`src/sv/rmps_pkg.sv`:
```
`default_nettype none
package rmps_pkg;

  // default number of values the store can hold
  localparam int CAPACITY_DEF = 64;

  // cells feeding each partial register of the median select tree
  localparam int SEL_GROUP = 8;

  typedef enum logic [1:0] {
    ST_INSERTED = 2'd0,
    ST_POPPED   = 2'd1,
    ST_EMPTY    = 2'd2,
    ST_FULL     = 2'd3
  } status_t;

  typedef enum logic {
    OP_INSERT = 1'b0,
    OP_POP    = 1'b1
  } op_t;

  typedef struct packed {
    op_t                op;
    logic signed [31:0] value;
  } in_t;

  typedef struct packed {
    logic signed [31:0] median_value;
    status_t            status;
    logic [6:0]         stored_count;
  } out_t;

  // broadcast from the top level to every cell
  typedef struct packed {
    logic               ins_en;
    logic               pop_en;
    logic signed [31:0] value;
  } ctrl_t;

endpackage
`default_nettype wire

```
`src/sv/rmps_cell.sv`:
```
`default_nettype none
module rmps_cell import rmps_pkg::*; #(
  parameter int IDX = 0,
  parameter int IW  = 6
) (
  input  wire logic               clk,
  input  wire logic               rst_n,
  input  wire ctrl_t              ctrl,
  input  wire logic [IW-1:0]      idx,
  input  wire logic signed [31:0] left_value,
  input  wire logic               left_valid,
  input  wire logic               left_ge,
  input  wire logic signed [31:0] right_value,
  input  wire logic               right_valid,
  output logic signed [31:0]      value,
  output logic                    valid,
  output logic                    ge,
  output logic                    sel
);

  logic signed [31:0] value_r, value_nxt;
  logic               valid_r, valid_nxt;

  // this entry stays put on insert: it holds a value not above the new one
  assign ge    = valid_r && !(ctrl.value < value_r);
  assign sel   = (idx == IW'(IDX));
  assign value = value_r;
  assign valid = valid_r;

  // insert: shift right past the new value; pop: close the gap from the right
  always_comb begin
    value_nxt = value_r;
    valid_nxt = valid_r;
    priority if (ctrl.ins_en && !ge) begin
      value_nxt = left_ge ? ctrl.value : left_value;
      valid_nxt = left_valid;
    end else if (ctrl.pop_en && (idx <= IW'(IDX))) begin
      value_nxt = right_value;
      valid_nxt = right_valid;
    end else begin
      value_nxt = value_r;
    end
  end

  // hold occupancy
  always_ff @(posedge clk) begin
    if (!rst_n) begin
      valid_r <= 1'b0;
    end else begin
      valid_r <= valid_nxt;
    end
  end

  // hold entry value
  always_ff @(posedge clk) begin
    value_r <= value_nxt;
  end

endmodule
`default_nettype wire

```
`config.mk`:
```
export PLATFORM = sky130hd
export DESIGN_NAME = rmps_cell
export DESIGN_NICKNAME = d
export VERILOG_FILES = /design/src/sv/rmps_pkg.sv /design/src/sv/rmps_cell.sv
export SDC_FILE = /design/constraint.sdc
export NUM_CORES = 1
export LEC_CHECK = 0
export ABC_CLOCK_PERIOD_IN_PS = 3800
export BUFFER_PORTS_ARGS = -buffer_cell sky130_fd_sc_hd__clkbuf_2
export CAP_MARGIN = 20
export CORE_MARGIN = 5
export CORE_UTILIZATION = 46
export CTS_CLUSTER_SIZE = 10
export DETAILED_ROUTE_END_ITERATION = 8
export PLACE_DENSITY_LB_ADDON = 0.08
export SYNTH_ARGS = -nofsm -noshare
export SYNTH_HDL_FRONTEND = slang
export SYNTH_SLANG_ARGS = --single-unit
export TNS_END_PERCENT = 5
```
`constraint.sdc`:
```
create_clock -name clk -period 3.8 [get_ports clk]
set_input_delay 0.76 -clock clk [delete_from_list [all_inputs] [get_ports clk]]
set_output_delay 0.76 -clock clk [all_outputs]
set_load 0.005 [all_outputs]
```
==> flow_metrics.env, run 1 <==
export IMPL_outcome="finished clean"
export IMPL_core_area_um2=5920
export IMPL_postSynthCellCount=231
export IMPL_rows=28
export IMPL_critical_path_class="input port to output pin"
export IMPL_overflow=0
export IMPL_tightest_slew_ps=830
export IMPL_placed_area_um2=3550
export IMPL_fin_area_um2=3640
export IMPL_grt_setup_unrepaired="no"
export IMPL_worst_path_most_repeated_cell="clkbuf_2"
export IMPL_yosys_most_used_dff="edfxtp_1"
export IMPL_io_buffers=143
export IMPL_synthArstFlopShare=0
export IMPL_ys_warn_count=0
export IMPL_synth_edf_count=32
export IMPL_synth_area_um2=2790
export IMPL_crit_path_top_delay_cell="o311a_2"
export IMPL_place_congestion=0.774
export IMPL_crit_chain="clkbuf_2 -> ha_1 -> and3_1 -> a221oi_1 -> o31a_1 -> o22ai_2 -> o311a_2 -> clkbuf_2"
export IMPL_fin_nets=519
export IMPL_routedWlPerCell_um=14.6
export IMPL_maxCapViolCount=0
export IMPL_antenna_found_initial=0
export IMPL_cts_sinks=33
export IMPL_cp_slowest_stage_delay_ps=340
export IMPL_drcViolationCount=0
export IMPL_grtUsageTotal=0.176
export IMPL_cp_num_buf_inv=2
export IMPL_final_layout_size_suffix_gt1_frac=0.595
export IMPL_drt_iter0_drc=79
export IMPL_pwr_density_cell_nw_per_um2=297
export IMPL_ys_ff_latch=33
export IMPL_numCtsBuffers=5
export IMPL_dr_pass1_iters=5
export IMPL_n_fill_cell=507
export IMPL_arrival_ps=2440
export IMPL_required_ps=3040
export IMPL_ir_drop_mv=0.147
export IMPL_finalMaxSlewViolations=0
export IMPL_critPathLaunchType="input port"
export IMPL_post_route_min_period_ps=3200
export IMPL_dieArea_um2=7710
export IMPL_worst_setup_path_end_kind="output pin"
export IMPL_totalWireLength_um=6630
export IMPL_worstHoldPathType="input port to flip-flop"
export IMPL_power_leakage_nw=1.90
export IMPL_num_vias=2243
export IMPL_ant_nets=0
export IMPL_cts_tree="yes"
export IMPL_clk_latency_ps=280
export IMPL_cts_path_max_buffers=2
export IMPL_setup_viol=0
export IMPL_synth_avg_cell_area_um2=12.1
export IMPL_tns_ps=0
export IMPL_slew_headroom=0.447
export IMPL_finClkSkew_ps=7.72
export IMPL_cp_top_family="compound AO/OA/AOI/OAI gates"
export IMPL_postCtsSetupBuffers=0
export IMPL_cts_resized=0
export IMPL_viasPerCell=4.93
export IMPL_diodes=0
export IMPL_syn_nets=371
export IMPL_synth_cell_type_count=35
export IMPL_fmax_mhz=313
export IMPL_ioPinCount=144
export IMPL_grt_start_max_net_pins=33
export IMPL_dp_hpwl_um=5670
export IMPL_final_cell_mix="clkbuf_2, mux2_2, inv_1"
export IMPL_grt_pass1_vias=2341
export IMPL_path_max_fanout=4
export IMPL_yosysSeqAreaShare=0.352
export IMPL_hold_buffers=0
export IMPL_final_common_cell="clkbuf_2"
export IMPL_start_util=0.470
export IMPL_synthToLayoutAreaGrowth_pct=30.6
export IMPL_cts_root_buf="clkbuf_8"
export IMPL_power_mw=1.08
export IMPL_clk_pin_slew_worst_paths_ps=70
export IMPL_grt_pass1_wl_um=10500
export IMPL_hold_viol=0
export IMPL_dieHeight_um=87.8
export IMPL_htree_levels=2
export IMPL_die_width_um=87.8
export IMPL_finalCritPeriodShare=0.841
[cells by family (layout without fill, tap and decap cells)]
| group | count (synthesis) | in the layout | synth area share |
|---|---|---|---|
| buffers and inverters | 41 | 190 | 0.0755 |
| flip-flops | 33 | 33 | 0.352 |
| AND/OR/NAND/NOR | 31 | 31 | 0.0620 |
| adder cells (fa/ha/maj) | 31 | 31 | 0.139 |
| multiplexers | 66 | 66 | 0.304 |
| AO/OA/AOI/OAI | 29 | 29 | 0.0669 |
[flip-flops by register name, summed over array words and instances, names as in the netlist]
name / count
valid: 1
value: 32
[worst paths after layout]
kind / from / end / slack, ps / cells past startpoint
worst max-delay path: ctrl[7] / ge / 600 / 8
worst min register to register: valid$_SDFFE_PN0P_ / valid$_SDFFE_PN0P_ / 810 / 3
worst min-delay path: left_valid / valid$_SDFFE_PN0P_ / 710 / 3
worst max register to register: value[27]$_DFFE_PP_ / value[0]$_DFFE_PP_ / 840 / 10
[synth_stat cells, types with 2 or more instances]
master	instances	area share
o21ai_0	5	0.0090
edfxtp_1	32	0.35
mux2_4	28	0.15
nor2_1	2	0.0027
mux2_2	37	0.15
nand4_1	3	0.0067
a21oi_1	12	0.022
inv_1	33	0.044
clkbuf_1	4	0.0054
buf_12	3	0.022
nand2_1	12	0.016
a21o_1	3	0.0081
nor3_1	3	0.0054
ha_1	31	0.14
nand3_1	3	0.0054
[tightest hold or removal path: cells and delay by family]
kind / cells / cell delay [ps]
buffers and inverters: 1 / 80
AND/OR/NAND/NOR: 1 / 50
multiplexers: 1 / 60
[routing by layer]
metal	vias up	share of wire	GRT usage
met5	-	0	0
met4	0	0.0035	0.0377
met3	2	0.085	0.0433
met2	89	0.48	0.312
met1	1010	0.43	0.215
li1	1142	-	-
[through the flow]
stage                     std cells  hold slack (ps)  worst slack [ps]   util
final                           455              714               604  0.614
after global routing            455              715               465  0.614
after CTS                       455              701               624  0.614
after detailed placement        447              799               354  0.600
after global placement          447              799               429  0.600
after floorplan                 231              723               310      -
[layout make-up]
class                   instances  area (um^2)  share of cell area
clock inverters                 2         10.0             0.00275
well taps                      75         93.8              0.0258
multi-input cells             157         1600               0.439
repair buffers                149          761               0.209
flip-flops and latches         33          981               0.270
inverters                      33          124              0.0341
clock buffers                   6         72.6              0.0200
[report_power, final]
group          internal, mW  switching, mW  leakage, nW
registers             0.449         0.0190        0.319
clock network         0.127          0.126       0.0450
logic                 0.201          0.157         1.54
total                 0.777          0.302         1.90
(Power assumes the default switching activity.)
==> run 2, diff against run 1 <==
Settings changed: ABC_CLOCK_PERIOD_IN_PS 3800 to 2650, CORE_UTILIZATION 46 to 42.
Clock period 3.8 ns to 2.65 ns, I/O delays scaled along.
==> run 2 against run 1 <==
The flow now finishes with violations (negative setup slack); cell area increased by 15%; worst hold slack got worse by 230 ps; via count increased by 5.2%; non-clock buffer count increased by 28; critical path depth increased by 2; wire length increased by 9.6%; combinational power increased by 87%; count of clock-buffer cells in the layout increased by 2; flip-flop and latch count unchanged; highest routed layer unchanged.
==> flow_metrics.env, run 2 (synthesis gave the netlist of run 1 again) <==
export IMPL_outcome="finished with violations"
export IMPL_failed_checks="negative setup slack"
export IMPL_tightest_slew_ps=433
export IMPL_fmax_mhz=354
export IMPL_viasPerCell=4.86
export IMPL_num_vias=2359
export IMPL_die_width_um=91.4
export IMPL_largest_reg_flops=32
export IMPL_ant_nets=0
export IMPL_power_leakage_nw=2.10
export IMPL_clk_pin_slew_worst_paths_ps=70
export IMPL_drcViolationCount=0
export IMPL_start_util=0.436
export IMPL_power_mw=1.75
export IMPL_final_cell_mix="clkbuf_2, mux2_2, edfxtp_1"
export IMPL_dr_pass1_iters=4
export IMPL_htree_levels=2
export IMPL_cts_sinks=33
export IMPL_clk_latency_ps=290
export IMPL_drt_iter0_drc=58
export IMPL_path_max_fanout=3
export IMPL_totalWireLength_um=7270
export IMPL_crit_chain="inv_1 -> ha_1 -> and3_4 -> a221oi_2 -> o31a_1 -> o22ai_2 -> buf_4 -> o21bai_4 -> o311a_4 -> clkbuf_2"
export IMPL_dieArea_um2=8360
export IMPL_setup_viol=65
export IMPL_final_layout_size_suffix_gt1_frac=0.669
export IMPL_maxCapViolCount=0
export IMPL_required_ps=2120
export IMPL_grt_pass1_wl_um=11800
export IMPL_cts_root_buf="clkbuf_8"
export IMPL_cp_num_buf_inv=3
export IMPL_worst_setup_path_end_kind="output pin"
export IMPL_grt_start_max_net_pins=33
export IMPL_antenna_found_initial=0
export IMPL_routedWlPerCell_um=15.0
export IMPL_grt_setup_unrepaired="yes"
export IMPL_dp_hpwl_um=5700
export IMPL_cp_slowest_stage_delay_ps=390
export IMPL_rows=29
export IMPL_hold_viol=0
export IMPL_critPathLaunchType="flip-flop"
export IMPL_grt_pass1_vias=2495
export IMPL_overflow=0
export IMPL_dieHeight_um=91.4
export IMPL_ir_drop_mv=0.224
export IMPL_grtUsageTotal=0.173
export IMPL_ioPinCount=144
export IMPL_cts_path_max_buffers=2
export IMPL_arrival_ps=2290
export IMPL_finalCritPeriodShare=1.07
export IMPL_worstHoldPathType="input port to flip-flop"
export IMPL_crit_path_top_delay_cell="edfxtp_1"
export IMPL_fin_nets=547
export IMPL_place_congestion=0.742
export IMPL_synthToLayoutAreaGrowth_pct=50.5
export IMPL_cp_top_family="compound AO/OA/AOI/OAI gates"
export IMPL_hold_buffers=0
export IMPL_finClkSkew_ps=3.32
export IMPL_numCtsBuffers=5
export IMPL_fin_util=0.657
export IMPL_setup_slack_ps=-175
export IMPL_diodes=0
export IMPL_slew_headroom=0.712
export IMPL_cts_tree="yes"
export IMPL_fin_hold_ws_ps=482
export IMPL_post_route_min_period_ps=2820
export IMPL_core_area_um2=6390
export IMPL_critical_path_class="flip-flop to output pin"
export IMPL_io_buffers=143
export IMPL_finalMaxSlewViolations=0
export IMPL_pwr_density_cell_nw_per_um2=417
export IMPL_final_common_cell="clkbuf_2"
run 2: cell count changes in the layout (fill, tap and decap cells not counted), sizes merged:
cell,change
clkinv,-2
clkbuf,+3
bufbuf,+1
buf,+26
run 2: final cells by class:
type | instances | area (um^2)
clock buffer | 8 | 90.1
fill | 518 | 2190
inverter | 33 | 124
multi-input combinational | 157 | 1820
sequential | 33 | 981
tap | 77 | 96.3
timing repair buffer | 177 | 1080
run 2: timing repair:
| action | 4_1_cts | 5_1_grt |
|---|---|---|
| pin swaps | 15 | 4 |
| cloned | 2 | 1 |
| endpoints found under the setup margin | 65 | 65 |
| gates resized for setup | 20 | 6 |
| buffers inserted | 5 | 4 |
| endpoints found under the hold margin | 0 | 0 |
run 2: stage by stage:
step           setup TNS [ps]  setup slack, ps  instance area (um^2)  std cells
2_1_floorplan           -3760            -80.1                  2840        231
3_3_place_gp           -18710             -323                  3750        465
3_5_place_dp           -25380             -424                  3750        465
4_1_cts                 -6060             -225                  4080        480
5_1_grt                -14490             -260                  4190        485
6_report                -6310             -175                  4190        485
run 2: power by group:
part / total [mW] / internal [mW] / switching [mW]
combinational: 0.670 / 0.401 / 0.270
sequential: 0.673 / 0.644 / 0.0289
clock: 0.407 / 0.212 / 0.195
total: 1.75 / 1.26 / 0.494
run 2: final timing paths:
check | start | to | slack (ps) | cells after the start
hold reg to reg | valid$_SDFFE_PN0P_ | valid$_SDFFE_PN0P_ | 840 | 3
setup / recovery | value[5]$_DFFE_PP_ | ge | -170 | 10
hold / removal | left_valid | valid$_SDFFE_PN0P_ | 480 | 3
setup reg to reg | value[19]$_DFFE_PP_ | value[17]$_DFFE_PP_ | -160 | 10
run 2: layer usage:
layer / part of all wire / track usage
met1: 0.44 / 0.226
met2: 0.47 / 0.280
met3: 0.088 / 0.0479
met4: 0.010 / 0.0440
met5: 0 / 0
run 2: worst reg2reg max path, stage by stage (launching register included):
cell and delay [ps]:
edfxtp_1 360, inv_1 50, ha_1 290, nand4_1 160
nor4_4 330, nand3_1 130, o22ai_2 180, nor3_1 60
and4b_4 420, bufbuf_16 300, mux2_4 290
==> run 3, diff against run 2 <==
Settings changed: CORE_ASPECT_RATIO set to 0.9, CTS_CLUSTER_SIZE 10 to 25, TNS_END_PERCENT 5 to 1.
==> run 3 against run 2 <==
The flow still finishes with violations (negative setup slack); cell area decreased by 3.8%; fmax decreased by 0.55%; cell count up 0.82%; largest power group unchanged; sequential power barely moved; critical endpoint unchanged; clock power is 11% lower; worst hold slack improved by 4.5 ps; clock skew is 4.3 ps higher; combinational power down 7.6%; sequential share of layout area grew 0.91 points; non-clock buffer count decreased by 9.
==> flow_metrics.env, run 3 (synthesis gave the netlist of run 1 again) <==
export IMPL_dieHeight_um=87.3
export IMPL_dr_pass1_iters=4
export IMPL_ant_nets=0
export IMPL_finalCritPeriodShare=1.07
export IMPL_worstHoldPathType="input port to flip-flop"
export IMPL_crit_chain="inv_2 -> ha_4 -> and3_4 -> a221oi_2 -> o31a_1 -> o22ai_2 -> buf_4 -> o21bai_1 -> o311a_4 -> clkbuf_2"
export IMPL_antenna_found_initial=0
export IMPL_hold_buffers=0
export IMPL_synthToLayoutAreaGrowth_pct=44.9
export IMPL_cts_path_max_buffers=2
export IMPL_setup_viol=58
export IMPL_totalWireLength_um=7010
export IMPL_worst_setup_path_end_kind="output pin"
export IMPL_place_congestion=0.777
export IMPL_num_vias=2283
export IMPL_fmax_mhz=352
export IMPL_tightest_slew_ps=458
export IMPL_critPathLaunchType="flip-flop"
export IMPL_placed_area_um2=3800
export IMPL_required_ps=2120
export IMPL_rows=28
export IMPL_dp_hpwl_um=5880
export IMPL_die_width_um=95.8
export IMPL_cp_slowest_stage_delay_ps=400
export IMPL_worstHoldPathCells=3
export IMPL_clk_pin_slew_worst_paths_ps=70
export IMPL_arrival_ps=2310
export IMPL_grt_pass1_wl_um=11100
export IMPL_reg2reg_depth=10
export IMPL_outcome="finished with violations"
export IMPL_ioPinCount=144
export IMPL_post_route_min_period_ps=2840
export IMPL_htree_levels=2
export IMPL_final_common_cell="clkbuf_2"
export IMPL_grtUsageTotal=0.173
export IMPL_viasPerCell=4.67
export IMPL_cts_tree="yes"
export IMPL_finClkSkew_ps=7.65
export IMPL_final_layout_size_suffix_gt1_frac=0.657
export IMPL_slew_headroom=0.695
export IMPL_clk_latency_ps=280
export IMPL_critical_path_class="flip-flop to output pin"
export IMPL_fin_area_um2=4040
export IMPL_overflow=0
export IMPL_fin_nets=538
export IMPL_drt_iter0_drc=56
export IMPL_hold_viol=0
export IMPL_dieArea_um2=8360
export IMPL_maxCapViolCount=0
export IMPL_start_util=0.427
export IMPL_cts_sinks=33
export IMPL_power_mw=1.66
export IMPL_io_buffers=143
export IMPL_grt_setup_unrepaired="yes"
export IMPL_path_max_fanout=3
export IMPL_grt_start_max_net_pins=33
export IMPL_finalMaxSlewViolations=0
export IMPL_failed_checks="negative setup slack"
export IMPL_drcViolationCount=0
export IMPL_cts_root_buf="clkbuf_8"
export IMPL_ir_drop_mv=0.185
export IMPL_final_cell_mix="clkbuf_2, mux2_2, edfxtp_1"
export IMPL_power_leakage_nw=2.02
export IMPL_pwr_density_cell_nw_per_um2=410
export IMPL_core_area_um2=6520
export IMPL_numCtsBuffers=5
export IMPL_largest_reg_flops=32
export IMPL_crit_path_top_delay_cell="edfxtp_1"
export IMPL_tns_ps=-3550
export IMPL_setup_slack_ps=-190
export IMPL_grt_pass1_vias=2415
export IMPL_routedWlPerCell_um=14.3
export IMPL_diodes=0
==> run 3: per-stage QoR <==
step                instances  worst slack [ps]  hold WS, ps   util
CTS                       489              -187          481  0.618
detailed placement        480              -443          789  0.584
finish                    489              -190          486  0.619
global placement          480              -341          775  0.584
global route              489              -336          482  0.619
floorplan                 231             -80.1          669      -
==> run 3: routing by layer <==
layer | track usage | wire (um) | up-vias
met5 | 0 | 0 | -
met4 | 0.0465 | 65 | 0
met3 | 0.0467 | 535 | 5
met2 | 0.282 | 3280 | 83
met1 | 0.225 | 3130 | 1011
li1 | - | - | 1184
==> run 3: path summary, 6_finish.rpt <==
| check | from | end | slack, ps |
|---|---|---|---|
| worst max-delay path | value[7]$_DFFE_PP_ | ge | -190 |
| worst min-delay path | left_valid | valid$_SDFFE_PN0P_ | 490 |
| worst max register to register | value[17]$_DFFE_PP_ | value[31]$_DFFE_PP_ | -110 |
| worst min register to register | valid$_SDFFE_PN0P_ | valid$_SDFFE_PN0P_ | 810 |
==> run 3: what timing repair did <==
action,CTS,global route
setup buffers,1,0
resized for setup,17,3
pin swaps,12,4
setup endpoints to repair,65,65
==> run 3: cell type report <==
cell class,count,area [um^2]
clock buffer,8,80.1
fill,594,2480
inverter,33,124
multi-input combinational,157,1790
sequential,33,981
tap,90,113
timing repair buffer,168,948
==> run 3: critical path, delay by kind of cell (launching register included) <==
| kind | cells | cell delay (ps) |
|---|---|---|
| and+or+nand+nor | 1 | 180 |
| DFF | 1 | 400 |
| AOI/OAI and AO/OA | 5 | 900 |
| buffers and inverters | 3 | 340 |
| adders and majority gates | 1 | 200 |
==> run 3: power breakdown <==
part | switching [mW] | total, mW | internal [mW]
Combinational | 0.259 | 0.619 | 0.360
Sequential | 0.0294 | 0.673 | 0.644
Clock | 0.177 | 0.364 | 0.187
